## src/hw/rtl/iis_pkg.sv

```systemverilog
// shared types and constants of the integer image scaler
package iis_pkg;

	localparam int MAX_WIDTH_DEF  = 1024;
	localparam int MAX_FACTOR_DEF = 8;
	localparam int MAX_HEIGHT     = 4096;
	localparam int HEIGHT_W       = 13;
	localparam int ROW_W          = 12;
	localparam int RGB_W          = 24;
	localparam int FACTOR_REG_W   = 4;
	localparam int WIDTH_REG_W    = 11;
	localparam int CFG_W          = 13;
	localparam int CFG_IDX_W      = 2;

	localparam logic OP_PIXEL      = 1'b0;
	localparam logic OP_TICK       = 1'b1;
	localparam logic MODE_ENLARGE  = 1'b0;
	localparam logic MODE_SHRINK   = 1'b1;

	typedef enum logic [CFG_IDX_W-1:0] {
		REG_MODE   = 2'd0,
		REG_FACTOR = 2'd1,
		REG_WIDTH  = 2'd2,
		REG_HEIGHT = 2'd3
	} reg_idx_t;

	typedef enum logic [1:0] {
		KIND_PIXEL  = 2'd0,
		KIND_PAD    = 2'd1,
		KIND_REJECT = 2'd2
	} kind_t;

	// what one accepted word turns into, apart from the pixel copy count
	typedef struct packed {
		logic             reject;
		logic             use_mem;
		logic [1:0]       n_pad;
		logic [RGB_W-1:0] rgb;
	} desc_t;

endpackage

```

## src/hw/rtl/iis_gen.sv

```systemverilog
// result sequencer: pixel copies, pads or a reject, one word a cycle unless stalled
module iis_gen
	import iis_pkg::*;
#(
	parameter int FW = 4
) (
	input  logic             clk,
	input  logic             arst_n,
	input  logic             load,
	input  desc_t            desc,
	input  logic [FW-1:0]    n_pix,
	input  logic [RGB_W-1:0] mem_rgb,
	output logic             take,
	output logic             m_tvalid,
	input  logic             m_tready,
	output logic [RGB_W-1:0] m_tdata,
	output logic [1:0]       m_tuser,
	output logic             m_tlast
);

	logic             valid_q;
	logic             reject_q;
	logic [RGB_W-1:0] rgb_q;
	logic [FW-1:0]    pix_q;
	logic [1:0]       pad_q;
	logic             last;
	kind_t            kind;

	always_comb begin
		last = reject_q || ((pix_q == FW'(1)) && (pad_q == 2'd0))
			|| ((pix_q == '0) && (pad_q == 2'd1));
		if (reject_q) begin
			kind = KIND_REJECT;
		end else if (pix_q != '0) begin
			kind = KIND_PIXEL;
		end else begin
			kind = KIND_PAD;
		end
	end

	assign take     = !valid_q || (last && m_tready);
	assign m_tvalid = valid_q;
	assign m_tdata  = (kind == KIND_PIXEL) ? rgb_q : '0;
	assign m_tuser  = kind;
	assign m_tlast  = last;

	always_ff @(posedge clk or negedge arst_n) begin
		if (!arst_n) begin
			valid_q <= 1'b0;
		end else if (load) begin
			valid_q <= 1'b1;
		end else if (valid_q && m_tready && last) begin
			valid_q <= 1'b0;
		end
	end

	always_ff @(posedge clk) begin
		if (load) begin
			reject_q <= desc.reject;
			rgb_q    <= desc.use_mem ? mem_rgb : desc.rgb;
			pix_q    <= n_pix;
			pad_q    <= desc.n_pad;
		end else if (valid_q && m_tready) begin
			if (pix_q != '0) begin
				pix_q <= pix_q - FW'(1);
			end else if (pad_q != 2'd0) begin
				pad_q <= pad_q - 2'd1;
			end
		end
	end

endmodule

```

## config.mk

```make
export PLATFORM = sky130hd
export DESIGN_NAME = iis_gen
export DESIGN_NICKNAME = d
export VERILOG_FILES = /design/src/hw/rtl/iis_pkg.sv /design/src/hw/rtl/iis_gen.sv
export SDC_FILE = /design/constraint.sdc
export NUM_CORES = 1
export LEC_CHECK = 0
export ABC_AREA = 1
export ABC_CLOCK_PERIOD_IN_PS = 2850
export BUFFER_PORTS_ARGS = -buffer_cell sky130_fd_sc_hd__buf_2
export CAP_MARGIN = 20
export CORE_UTILIZATION = 23
export CTS_BUF_LIST = sky130_fd_sc_hd__clkbuf_8
export DETAILED_ROUTE_END_ITERATION = 8
export GPL_TIMING_DRIVEN = 0
export HOLD_SLACK_MARGIN = 0.03
export SLEW_MARGIN = 20
export SYNTH_ARGS = -nofsm -noshare
export SYNTH_HDL_FRONTEND = slang
export SYNTH_SLANG_ARGS = --single-unit
```

## constraint.sdc

```tcl
create_clock -name clk -period 2.85 [get_ports clk]
set_input_delay 0.57 -clock clk [delete_from_list [all_inputs] [get_ports clk]]
set_output_delay 0.57 -clock clk [all_outputs]
set_load 0.05 [all_outputs]
```

# Yosys cells after proc, flatten, opt, wreduce, memory -nomap -nowiden
# Index checks and enable logic that the tools add are counted.
[word_totals]
reg_bits = 32
wordCells = 43
mem_bits_rw = 0
latchBits = 0
memories = 0
romBits = 0
inputBits = 60
output_inout_bits = 29
[classes]
shift = 0
mul = 0
div_mod_pow = 0
mux = 13
addsub = 2
reduce_logical = 20
n_lt_le_gt_ge = 0
n_eq_ne = 3
n_bitwise = 0
[op_table]
columns = ["operator", "n"]
rows = [
  ["two-way mux 24 bit", 2],
  ["two-way mux 4 bit", 3],
  ["two-way mux 2 bit", 5],
  ["nonzero test 2 bit", 5],
  ["logical AND 1 bit", 5],
  ["== test 4 x 1 -> 1 bit (second input constant)", 1],
  ["zero test 2 bit", 2],
  ["zero test 4 bit", 1],
  ["nonzero test 4 bit", 1],
  ["subtractor 4 x 1 -> 4 bit (second input constant)", 1],
  ["logical OR 1 bit", 3],
  ["two-way mux 1 bit", 3],
  ["AND reduction 3 bit", 1],
  ["== test 2 x 1 -> 1 bit (second input constant)", 1],
  ["inequality test 2 bit (second input constant)", 1],
  ["AND reduction 2 bit", 1],
  ["subtractor 2 x 1 -> 2 bit (second input constant)", 1],
  ["zero test 1 bit", 1],
]

# Logic depth before layout (Yosys ltp)
# Gate-level depths: netlist of run 1.
[depth]
depth_word = 7
mapped_depth = 9
ltp_nobuf = 9

# Least setup slack after synthesis of run 1
# OpenSTA, ideal clock, no wires.
[synth_timing]
path_type = "register to output"
start = "reg pix_q[0]"
end = "out m_tdata[0]"
required_ns = 2.280
stages_incl_launch_ff = 6
n_path_buf = 0
arrival_ns = 1.487
setup_slack_ns = 0.793
cell_sequence = "edfxtp_1 inv_1 ha_1 nand2_4 nand2_4 nor2_1"
[synth_between]
elab_chain_len = 5
[synth_rtl]
columns = ["element", "line_no", "rtl"]
rows = [
  ["start, declared", "iis_gen.sv:24", "logic [FW-1:0] pix_q;"],
  ["start signal, assigned", "iis_gen.sv:61", "pix_q <= n_pix;"],
  ["start signal, assigned", "iis_gen.sv:65", "pix_q <= pix_q - FW'(1);"],
  ["nonzero test 4 bit", "iis_gen.sv:34", "end else if (pix_q != '0) begin"],
  ["two-way mux 1 bit", "iis_gen.sv:34", ""],
  ["two-way mux 2 bit", "iis_gen.sv:32", "if (reject_q) begin"],
  ["zero test 2 bit", "iis_gen.sv:43", "assign m_tdata = (kind == KIND_PIXEL) ? rgb_q : '0;"],
  ["two-way mux 24 bit", "iis_gen.sv:43", ""],
  ["end, declared", "iis_gen.sv:16", "output logic [RGB_W-1:0] m_tdata,"],
]
# Every way passes these cells.

# Final worst setup path of run 1
[layout_timing]
start = "reg pix_q[0]"
end = "out m_tdata[18]"
# The elaborated chain is that of the path after synthesis.

==> metrics.md, run 1 <==
| Metric | Value |
|---|---|
| Simple-gate share of the synthesized area | 14.4% |
| Tcrit/Tclk final | 80.8% |
| Worst-path cell chain | inv_1 > ha_1 > nand2_4 > nand2_4 > buf_8 > nor2_2 > buf_2 |
| CTS tree | done |
| CTS resizes | 0 |
| Static leakage | 0.00128 µW |
| Vias | 1336 |
| Power, Total | 1430 µW |
| Cells after Synth | 154 |
| Critical path's slowest cell | edfxtp_1 |
| Post-route clock skew | 0.00557 ns |
| Setup TNS | 0 ns |
| Nets | 312 |
| Global route total overflow | 0 |
| Vias in the first global route | 1222 |
| Latest clock arrival within the worst-skew pair | 0.28 ns |
| Mapped Avg Cell Area | 12.1 µm² |
| Quantity of I/O buffers inserted on ports | 87 |
| Mux cell area share after synthesis | 18.6% |
| Largest net degree at the start of global routing | 28 |
| Initial Util | 23.9% |
| Hold Path Class | input pin to async pin |
| All-Layer GR Usage | 8.90% |
| Syn Nets | 218 |
| Synth Warn # | 0 |
| Worst Setup End Kind | primary output |
| Crit path launch type | register |
| Period minus WS final | 2.30 ns |
| Pins Over Slew Limit | 0 |
| CP peak stage delay | 0.40 ns |
| Layout cells sized above 1 | 60.2% |
| # diodes | 0 |
| Worst Path Max Fanout | 10 |
| Die area | 0.00844 mm² |
| Std-Cell Rows | 32 |
| Max_slew headroom | 58.5% |
| Cell area after synthesis | 0.00186 mm² |
| CTS max path bufs | 2 |
| Routed wire length | 3.79 mm |
| First-pass GRT wire length | 5.69 mm |
| Flop-to-flop setup slack | 1.29 ns |
| Largest family of logic cells by synthesized area | multiplexers |
| Register area share after synthesis | 51.4% |
| Placed Area | 0.00242 mm² |
| Crit path max-delay family | buffers and inverters |
| Initial antenna violation count | 0 |
| H-Tree Level Count | 2 |
| Placed insts | 343 |
| Initial DRC count | 24 |
| Arr. time, crit path | 1.73 ns |
| CTS root buffer | clkbuf_8 |
| Worst R2R End | pad_q[0] |
| Register-to-Register Path Depth | 4 |
| Netlist cell types | 23 |
| CP Data Required Time | 2.28 ns |
| Chip height | 91.9 µm |
| Xor/xnor share of the synthesized area | 0.471% |
| Hold buffer count at cts | 0 |
| Drt drc | 0 |
| Clk sink count | 32 |
| HPWL after DPL | 2.96 mm |
| Fmax | 434 MHz |
| Post-DRT Antenna Nets | 0 |
| Final core occ | 32.6% |
| Critical path class | register to primary output |
| RD Place Congestion | 0.688 |
| Io pins | 89 |
| Worst-path clk slew | 0.07 ns |
| Fin cells | 351 |
| Synth Area in Compound Gates | 2.09% |
| DR vias/cell | 3.81 |
| Peak VDD IR | 0.147 mV |
| Final Hold Vio Count | 0 |
| Core box area | 0.00777 mm² |
| Slew @ Worst Pin | 0.622 ns |
| Maxcap violations | 0 |
| Cell repeated most along the worst path | nand2_4 |
| Unrepaired setup endpoints after global routing | no |
| #FFs+latches synth | 32 |
| PD cells | 564 mW/mm² |
| Post-route cell area | 0.00253 mm² |
| Status | complete, no violations |
| Adder-cell area share of the yosys netlist | 2.69% |
| Total setup buffers inserted after CTS | 0 |
| Die width | 91.9 µm |
| Final setup fails | 0 |
| Area delta synth->final | 36.3% |
| Buf/Inv on CP | 3 |
| FF-to-FF Start | pix_q[0] |
| Post-DR wirelength/cell | 10.8 µm |
| Num CTS Buffers | 5 |
| First-pass iteration count of the detailed router | 4 |
through the flow:
stage               setup WS, ns  hold WS (ns)
global placement           0.842         0.345
CTS                        0.522        0.0410
detailed placement         0.840         0.347
finish                     0.546        0.0545
floorplan                  0.793         0.274
global route               0.450        0.0387
kinds of logic after synthesis:
| group | Yosys count |
|---|---|
| AO/OA/AOI/OAI | 7 |
| XOR/XNOR | 1 |
| adder cells (fa/ha/maj) | 4 |
| buffers and inverters | 38 |
| flip-flops | 32 |
| multiplexers | 24 |
| AND/OR/NAND/NOR | 48 |
final cells by class:
cell class | instances | area [µm²]
Buffer | 7 | 75.1
Multi-Input combinational cell | 84 | 711
Inverter | 31 | 116
Sequential cell | 32 | 956
Clock buffer | 5 | 68.8
Tap cell | 102 | 128
Fill cell | 819 | 5240
Timing Repair Buffer | 87 | 435
Clock inverter | 3 | 42.5
cells in the final DEF, fill, tap and decap left out, drive strengths merged, types with 3 or more instances in the layout:
cell type	count
buf	93
inv	31
edfxtp	31
nor2	28
mux2	24
nand2	16
clkbuf	6
o21ai	5
ha	4
nand3	3
state kept, by name (all words and copies together) (netlist names):
| name | flops |
|---|---|
| m_tvalid | 1 |
| pix_q | 4 |
| rgb_q | 24 |
| pad_q | 2 |
| reject_q | 1 |
Yosys cell counts:
cell type | count | share of area, %
a31oi_1 | 1 | 0.34
buf_4 | 1 | 0.40
buf_6 | 3 | 1.8
buf_8 | 2 | 1.6
clkbuf_1 | 1 | 0.20
dfrtp_1 | 1 | 1.3
edfxtp_1 | 31 | 50
ha_1 | 4 | 2.7
inv_1 | 31 | 6.3
mux2_2 | 4 | 2.4
mux2_4 | 20 | 16
nand2_1 | 13 | 2.6
nand2_2 | 1 | 0.34
nand2_4 | 2 | 1.2
nand3_1 | 2 | 0.54
nand3_2 | 1 | 0.54
nand3b_1 | 1 | 0.40
nor2_1 | 7 | 1.4
nor2_2 | 20 | 6.7
nor2_4 | 1 | 0.61
o21ai_0 | 5 | 1.3
o31ai_1 | 1 | 0.40
xnor2_1 | 1 | 0.47
where the power goes:
part           internal (µW)  leakage [µW]  switching [µW]
sequential               571      0.000315            18.5
combinational            141      0.000907             259
clock                    259     0.0000541             180
total                    971       0.00128             457
worst register-to-register path, stage by stage (launching register included):
cell,delay (ns)
edfxtp_1,0.44
inv_1,0.09
ha_1,0.25
nand2_4,0.10
o31ai_1,0.36
routing by layer:
metal  global-route usage, %  share of wire [%]  routed length, µm
met1                    10.0                 43               1640
met2                    15.7                 49               1870
met3                    2.32                5.6                214
met4                    3.91                1.7                 64
met5                       0                  0                  0
how the worst max path moves through the flow:
stage | from | to | slack, ns | cells past startpoint
floorplan | pix_q[0] | m_tdata[0] | 0.79 | 5
global placement | pix_q[0] | m_tdata[20] | 0.84 | 7
detailed placement | pix_q[0] | m_tdata[20] | 0.84 | 7
CTS | pix_q[0] | m_tdata[20] | 0.52 | 7
global route | pix_q[0] | m_tdata[21] | 0.45 | 7
finish | pix_q[0] | m_tdata[18] | 0.55 | 7
No activity file was read; power rests on OpenSTA's default activity.
==> inputs of run 2 (changes only) <==
--- a/config.mk
+++ b/config.mk
@@ -5,8 +5,8 @@
 export SDC_FILE = /design/constraint.sdc
 export NUM_CORES = 1
 export LEC_CHECK = 0
-export ABC_AREA = 1
-export ABC_CLOCK_PERIOD_IN_PS = 2850
+export ABC_AREA = 0
+export ABC_CLOCK_PERIOD_IN_PS = 2000
 export BUFFER_PORTS_ARGS = -buffer_cell sky130_fd_sc_hd__buf_2
 export CAP_MARGIN = 20
 export CORE_UTILIZATION = 23
==> constraint.sdc (replaced) <==
create_clock -name clk -period 2 [get_ports clk]
set_input_delay 0.4 -clock clk [delete_from_list [all_inputs] [get_ports clk]]
set_output_delay 0.4 -clock clk [all_outputs]
set_load 0.05 [all_outputs]
==> metrics.md, run 2 <==
| Metric | Value |
|---|---|
| Most frequent cell after synthesis | edfxtp_1 |
| Std-Cell Rows | 30 (was 32) |
| Largest area contributor in the netlist | edfxtp_1 (unchanged) |
| Die width | 87.3 µm (was 91.9 µm) |
| All-Layer GR Usage | 11.2% (was 8.90%) |
| Peak VDD IR | 0.297 mV (was 0.147 mV) |
| Register area share after synthesis | 57.1% (was 51.4%) |
| Num CTS Buffers | 5 (unchanged) |
| Quantity of I/O buffers inserted on ports | 87 (unchanged) |
| Largest register FFs | 24 (unchanged) |
| Placed Area | 0.00223 mm² (was 0.00242 mm²) |
| Critical path class | register to primary output (unchanged) |
| # diodes | 0 (unchanged) |
| Cells after Synth | 121 (was 154) |
| Global route total overflow | 0 (unchanged) |
| Period minus WS final | 2.00 ns |
| PD cells | 761 mW/mm² (was 564 mW/mm²) |
| Start point of the critical path | pix_q[0] (unchanged) |
| DR vias/cell | 3.98 (was 3.81) |
| Worst-path clk slew | 0.07 ns (about the same) |
| CP Data Required Time | 1.60 ns (was 2.28 ns) |
| Commonest non-fill, non-tap cell in the layout | buf_2 (unchanged) |
| Drt drc | 0 (unchanged) |
| Worst R2R End | pix_q[3] (was pad_q[0]) |
| Die area | 0.00762 mm² (was 0.00844 mm²) |
| #FFs+latches synth | 32 (unchanged) |
| Most frequent cells in the layout | buf_2 (63), edfxtp_1 (31), buf_8 (27) (was buf_2 (87), inv_1 (31), edfxtp_1 (31)) |
| Top post-synthesis cells by count | edfxtp_1 (31), mux2_2 (26), and2_1 (24), nand2_1 (7), inv_1 (5) (was edfxtp_1 (31), inv_1 (31), mux2_4 (20), nor2_2 (20), nand2_1 (13)) |
| Max_slew headroom | 59.3% (was 58.5%) |
| First-pass iteration count of the detailed router | 4 (unchanged) |
| Chip height | 87.3 µm (was 91.9 µm) |
| Initial DRC count | 19 (was 24) |
| Vias | 1282 (was 1336) |
| Async set or reset register ratio after synthesis | 3.13% (unchanged) |
| Synth top area cells | edfxtp_1 (56%), mux2_2 (17%), and2_1 (9.0%), ha_1 (3.0%), nand2_1 (1.6%) (was edfxtp_1 (50%), mux2_4 (16%), nor2_2 (6.7%), inv_1 (6.3%), ha_1 (2.7%)) |
| Synth Flop Type | edfxtp_1 (unchanged) |
| Arr. time, crit path | 1.60 ns (was 1.73 ns) |
| Setup TNS | 0 ns (unchanged) |
| Final setup fails | 0 (unchanged) |
| Maxcap violations | 0 (unchanged) |
| RD Place Congestion | 0.689 (was 0.688) |
| Register-to-Register Path Depth | 5 (was 4) |
| First-pass GRT wire length | 6.25 mm (was 5.69 mm) |
| Initial antenna violation count | 0 (unchanged) |
| Pins Over Slew Limit | 0 (unchanged) |
| Worst Setup End Kind | primary output (unchanged) |
| Mapped Avg Cell Area | 13.8 µm² (was 12.1 µm²) |
| Fmax | 500 MHz |
| Initial Util | 24.2% (was 23.9%) |
| Latest clock arrival within the worst-skew pair | 0.27 ns (was 0.28 ns) |
| Fin cells | 322 (was 351) |
| Vias in the first global route | 1275 (was 1222) |
| CTS root buffer | clkbuf_8 (unchanged) |
| Syn Nets | 185 (was 218) |
| Io pins | 89 (unchanged) |
| Flop-to-flop setup slack | 0.48 ns (was 1.29 ns) |
| Final Hold Vio Count | 0 (unchanged) |
| Largest Register | rgb_q (unchanged) |
| Routed wire length | 4.00 mm (was 3.79 mm) |
| Static leakage | 0.00121 µW (was 0.00128 µW) |
| Synth Warn # | 0 (unchanged) |
| CTS max path bufs | 2 (unchanged) |
| Unrepaired setup endpoints after global routing | yes (was no) |
| Netlist cell types | 22 (was 23) |
| Cell area after synthesis | 0.00167 mm² (was 0.00186 mm²) |
| Hold Path Class | input pin to register (was input pin to async pin) |
| Status | complete, no violations (unchanged) |
| Post-route cell area | 0.00276 mm² (was 0.00253 mm²) |
| Worst Path Max Fanout | 7 (was 10) |
| Post-synth EDFFs | 31 (unchanged) |
| Post-DRT Antenna Nets | 0 (unchanged) |
| Post-route clock skew | 0.000688 ns (was 0.00557 ns) |
| Area delta synth->final | 65.0% (was 36.3%) |
| FF-to-FF Start | pix_q[0] (unchanged) |
| Post-DR wirelength/cell | 12.4 µm (was 10.8 µm) |
| Clk sink count | 32 (unchanged) |
| Nets | 289 (was 312) |
| Biggest regs | rgb_q: 24 flops, pix_q: 4 flops, pad_q: 2 flops (unchanged) |
| H-Tree Level Count | 2 (unchanged) |
| Largest net degree at the start of global routing | 27 (was 28) |
| Slew @ Worst Pin | 0.611 ns (was 0.622 ns) |
| Crit path to | m_tdata[12] (was m_tdata[18]) |
| HPWL after DPL | 2.77 mm (was 2.96 mm) |
| Crit path launch type | register (unchanged) |
| Layout cells sized above 1 | 73.9% (was 60.2%) |
| Tcrit/Tclk final | 100% |
| Placed insts | 304 (was 343) |
| CTS tree | done (unchanged) |
| Core box area | 0.00691 mm² (was 0.00777 mm²) |
| Synth top area share | 55.6% (was 50.1%) |
## run 2: cells by family (layout without fill, tap and decap cells)
family                   count (synthesis)  after routing  synth area share (%)
AO/OA/AOI/OAI                           11             11                  5.23
AND/OR/NAND/NOR                         34             34                  11.7
flip-flops                              32             32                  57.1
buffers and inverters                   12            117                  4.41
XOR/XNOR                                 2              2                  1.05
multiplexers                            26             26                  17.5
adder cells (fa/ha/maj)                  4              4                  2.99
## run 2: cell type report
type                            instances  area [µm²]
Buffer                                  7        62.6
Clock buffer                            5        68.8
Clock inverter                          3        13.8
Fill cell                             696        4140
Inverter                                5        18.8
Multi-Input combinational cell         77         733
Sequential cell                        32         956
Tap cell                               96         120
Timing Repair Buffer                   97         790
## run 2: worst max-delay path, cell delays in order, from the launching register on
cell and delay [ns]:
edfxtp_1 0.40, inv_2 0.06, ha_4 0.18, a21oi_4 0.14, buf_12 0.15, buf_8 0.12
and2_4 0.14, buf_8 0.14
## run 2: report_power, final
group	internal (µW)	switching (µW)	leakage (µW)
clock network	236	244	0.0000453
logic	378	396	0.000846
registers	817	30.4	0.000315
total	1430	670	0.00121
## run 2: timing repair
| action | 4_1_cts | 5_1_grt |
|---|---|---|
| hold buffers | 1 | 0 |
| hold endpoints to repair | 1 | 0 |
| setup endpoints to repair | 27 | 26 |
| resized for setup | 111 | 1 |
| pin swaps | 24 | 4 |
| setup buffers | 6 | 2 |
| gates cloned | 2 | 0 |
## run 2: worst min path at each step
| stage | slack, ns | endpoint | cells past startpoint | from |
|---|---|---|---|---|
| floorplan | 0.10 | m_tvalid | 0 | arst_n |
| global placement | 0.18 | m_tvalid | 1 | arst_n |
| CTS | 0.28 | reject_q | 1 | desc[27] |
| detailed placement | 0.18 | m_tvalid | 1 | arst_n |
| global route | 0.28 | reject_q | 1 | desc[27] |
| finish | 0.30 | reject_q | 1 | desc[27] |
## run 2: routing by layer
layer / track usage, % / share of wire (%) / up-vias
met5: 0 / 0 / -
met4: 3.58 / 0.55 / 0
met3: 4.45 / 7.1 / 2
met2: 18.4 / 51 / 55
met1: 13.3 / 41 / 590
li1: - / - / 635
## run 2: through the flow
| step | worst slack (ns) | hold WS [ns] | utilization, % | total power, µW |
|---|---|---|---|---|
| floorplan | 0.118 | 0.104 | - | 1240 |
| global placement | 0.0216 | 0.177 | 32.3 | 1390 |
| detailed placement | 0.0275 | 0.176 | 32.3 | 1400 |
| CTS | -0.0228 | 0.285 | 39.7 | 2130 |
| global route | -0.0731 | 0.278 | 40.0 | 2210 |
| finish | 0.000526 | 0.299 | 40.0 | 2100 |
==> inputs of run 3 (changes only) <==
--- a/config.mk
+++ b/config.mk
@@ -6,9 +6,10 @@
 export NUM_CORES = 1
 export LEC_CHECK = 0
 export ABC_AREA = 0
-export ABC_CLOCK_PERIOD_IN_PS = 2000
+export ABC_CLOCK_PERIOD_IN_PS = 1700
 export BUFFER_PORTS_ARGS = -buffer_cell sky130_fd_sc_hd__buf_2
 export CAP_MARGIN = 20
+export CORE_ASPECT_RATIO = 0.9
 export CORE_UTILIZATION = 23
 export CTS_BUF_LIST = sky130_fd_sc_hd__clkbuf_8
 export DETAILED_ROUTE_END_ITERATION = 8
==> constraint.sdc (replaced) <==
create_clock -name clk -period 1.7 [get_ports clk]
set_input_delay 0.34 -clock clk [delete_from_list [all_inputs] [get_ports clk]]
set_output_delay 0.34 -clock clk [all_outputs]
set_load 0.05 [all_outputs]
==> metrics.md, run 3 (synthesis gave the netlist of run 2 again) <==
| Metric | Value |
|---|---|
| Status | finished, violations left (was complete, no violations) |
| Failing checks | negative setup slack |
| Nets | 287 (was 289) |
| Worst Path Max Fanout | 3 (was 7) |
| Num CTS Buffers | 5 (unchanged) |
| Static leakage | 0.00116 µW (was 0.00121 µW) |
| Critical path's slowest cell | edfxtp_1 (unchanged) |
| Vias in the first global route | 1351 (was 1275) |
| Period minus WS final | 1.93 ns |
| DR vias/cell | 4.08 (was 3.98) |
| Quantity of I/O buffers inserted on ports | 87 (unchanged) |
| Core box area | 0.00704 mm² (was 0.00691 mm²) |
| CTS root buffer | clkbuf_8 (unchanged) |
| Final setup fails | 26 (was 0) |
| Commonest non-fill, non-tap cell in the layout | buf_2 (unchanged) |
| Worst-path cell chain | buf_4 > ha_4 > a22o_1 > a31o_4 > buf_8 (was inv_2 > ha_4 > a21oi_4 > buf_12 > buf_8 > and2_4 > buf_8) |
| Max_slew headroom | 57.5% (was 59.3%) |
| Chip height | 82.9 µm (was 87.3 µm) |
| Crit path launch type | register (unchanged) |
| Arr. time, crit path | 1.59 ns (was 1.60 ns) |
| Critical path class | register to primary output (unchanged) |
| Vias | 1294 (was 1282) |
| PD cells | 898 mW/mm² (was 761 mW/mm²) |
| Initial antenna violation count | 0 (unchanged) |
| Flop-to-flop setup slack | 0.11 ns (was 0.48 ns) |
| Post-route clock skew | 0.00138 ns (was 0.000688 ns) |
| Hold WS | 0.236 ns (was 0.299 ns) |
| Std-Cell Rows | 29 (was 30) |
| Worst Setup End Kind | primary output (unchanged) |
| Post-DR wirelength/cell | 12.6 µm (was 12.4 µm) |
| CTS max path bufs | 2 (unchanged) |
| Tcrit/Tclk final | 114% |
| Pins Over Slew Limit | 0 (unchanged) |
| CTS tree | done (unchanged) |
| Buf/Inv on CP | 2 (was 4) |
| Slew @ Worst Pin | 0.637 ns (was 0.611 ns) |
| All-Layer GR Usage | 11.0% (was 11.2%) |
| Clk sink count | 32 (unchanged) |
| Fmax | 517 MHz |
| Most frequent cells in the layout | buf_2 (62), edfxtp_1 (31), mux2_2 (26) (was buf_2 (63), edfxtp_1 (31), buf_8 (27)) |
| Unrepaired setup endpoints after global routing | yes (unchanged) |
| Post-DRT Antenna Nets | 0 (unchanged) |
| Drt drc | 0 (unchanged) |
| Final Hold Vio Count | 0 (unchanged) |
| Layout cells sized above 1 | 75.0% (was 73.9%) |
| H-Tree Level Count | 2 (unchanged) |
| Initial Util | 23.8% (was 24.2%) |
| Peak VDD IR | 0.299 mV (was 0.297 mV) |
| Routed wire length | 3.99 mm (was 4.00 mm) |
| Largest Register | rgb_q (unchanged) |
| Biggest regs | rgb_q: 24 flops, pix_q: 4 flops, pad_q: 2 flops (unchanged) |
| First-pass iteration count of the detailed router | 3 (was 4) |
| Worst-path clk slew | 0.07 ns (about the same) |
| Crit path max-delay family | compound AO/OA/AOI/OAI gates (was buffers and inverters) |
| Largest net degree at the start of global routing | 27 (unchanged) |
| Largest register FFs | 24 (unchanged) |
| Area delta synth->final | 59.0% (was 65.0%) |
| Final core occ | 37.8% (was 40.0%) |
| Die area | 0.00762 mm² (about the same) |
| Io pins | 89 (unchanged) |
| Latest clock arrival within the worst-skew pair | 0.28 ns (was 0.27 ns) |
| CP Data Required Time | 1.36 ns (was 1.60 ns) |
| Global route total overflow | 0 (unchanged) |
| CP peak stage delay | 0.43 ns (was 0.40 ns) |
| RD Place Congestion | 0.725 (was 0.689) |
| HPWL after DPL | 2.86 mm (was 2.77 mm) |
| Final WS setup | -0.233 ns (was 0.000526 ns) |
| First-pass GRT wire length | 6.31 mm (was 6.25 mm) |
| Maxcap violations | 0 (unchanged) |
| Hold Path Class | input pin to register (unchanged) |
| Die width | 91.9 µm (was 87.3 µm) |
| # diodes | 0 (unchanged) |
| Initial DRC count | 29 (was 19) |
run 3: changes by cell type in the layout (fill, tap and decap cells not counted), moves of 2 or more:
cell,change
and2_4,-17
and2_2,+19
buf_6,+15
and2_1,-2
buf_8,-15
run 3: worst reg2reg max path, stage by stage (launching register included):
cell and delay [ns]:
edfxtp_1 0.43, buf_4 0.16, buf_4 0.12, nor3_1 0.26, xor2_1 0.10, mux2_2 0.27
run 3: cell type report:
| cell class | instances | area [µm²] |
|---|---|---|
| multi-input cells | 77 | 717 |
| repair buffers | 95 | 716 |
| fillers | 714 | 4380 |
| inverters | 5 | 18.8 |
| plain buffers | 7 | 55.1 |
| clock buffers | 5 | 68.8 |
| well taps | 93 | 116 |
| clock inverters | 3 | 13.8 |
| flip-flops and latches | 32 | 956 |
run 3: worst paths after layout:
check | startpoint | endpoint | cells after the start
max | pix_q[0] | take | 5
min | desc[27] | reject_q | 1
max reg2reg | pix_q[0] | pix_q[3] | 5
min reg2reg | pad_q[0] | pad_q[0] | 2
max in group asynchronous | arst_n | m_tvalid | 2
min in group asynchronous | arst_n | m_tvalid | 2
run 3: what timing repair did:
item	in CTS	in global routing
pin swaps	4	5
setup buffers	5	2
endpoints found under the hold margin	1	0
resized for setup	74	5
hold buffers	1	0
setup endpoints to repair	27	27
run 3: where the power goes:
group          internal, µW  total, µW  switching [µW]
Clock                   278        567             289
Sequential              961        995            33.7
Combinational           380        828             448
run 3: metal layers:
layer  share of wire (%)  global-route usage, %  vias up
li1                    -                      -      630
met1                  43                   13.5      601
met2                  49                   17.6       54
met5                   0                      0        -
met4                 1.9                   4.83        0
met3                 6.1                   3.57        9
run 3: stage by stage:
stage | setup slack, ns | instances | TNS [ns] | power, µW | instance area, µm²
final | -0.233 | 317 | -5.12 | 2390 | 2660
after global routing | -0.305 | 317 | -7.51 | 2510 | 2660
after CTS | -0.261 | 315 | -6.38 | 2420 | 2630
after detailed placement | -0.250 | 301 | -5.64 | 1660 | 2250
after global placement | -0.243 | 301 | -5.47 | 1650 | 2250
after floorplan | 0.0574 | 121 | 0 | 1470 | 1700
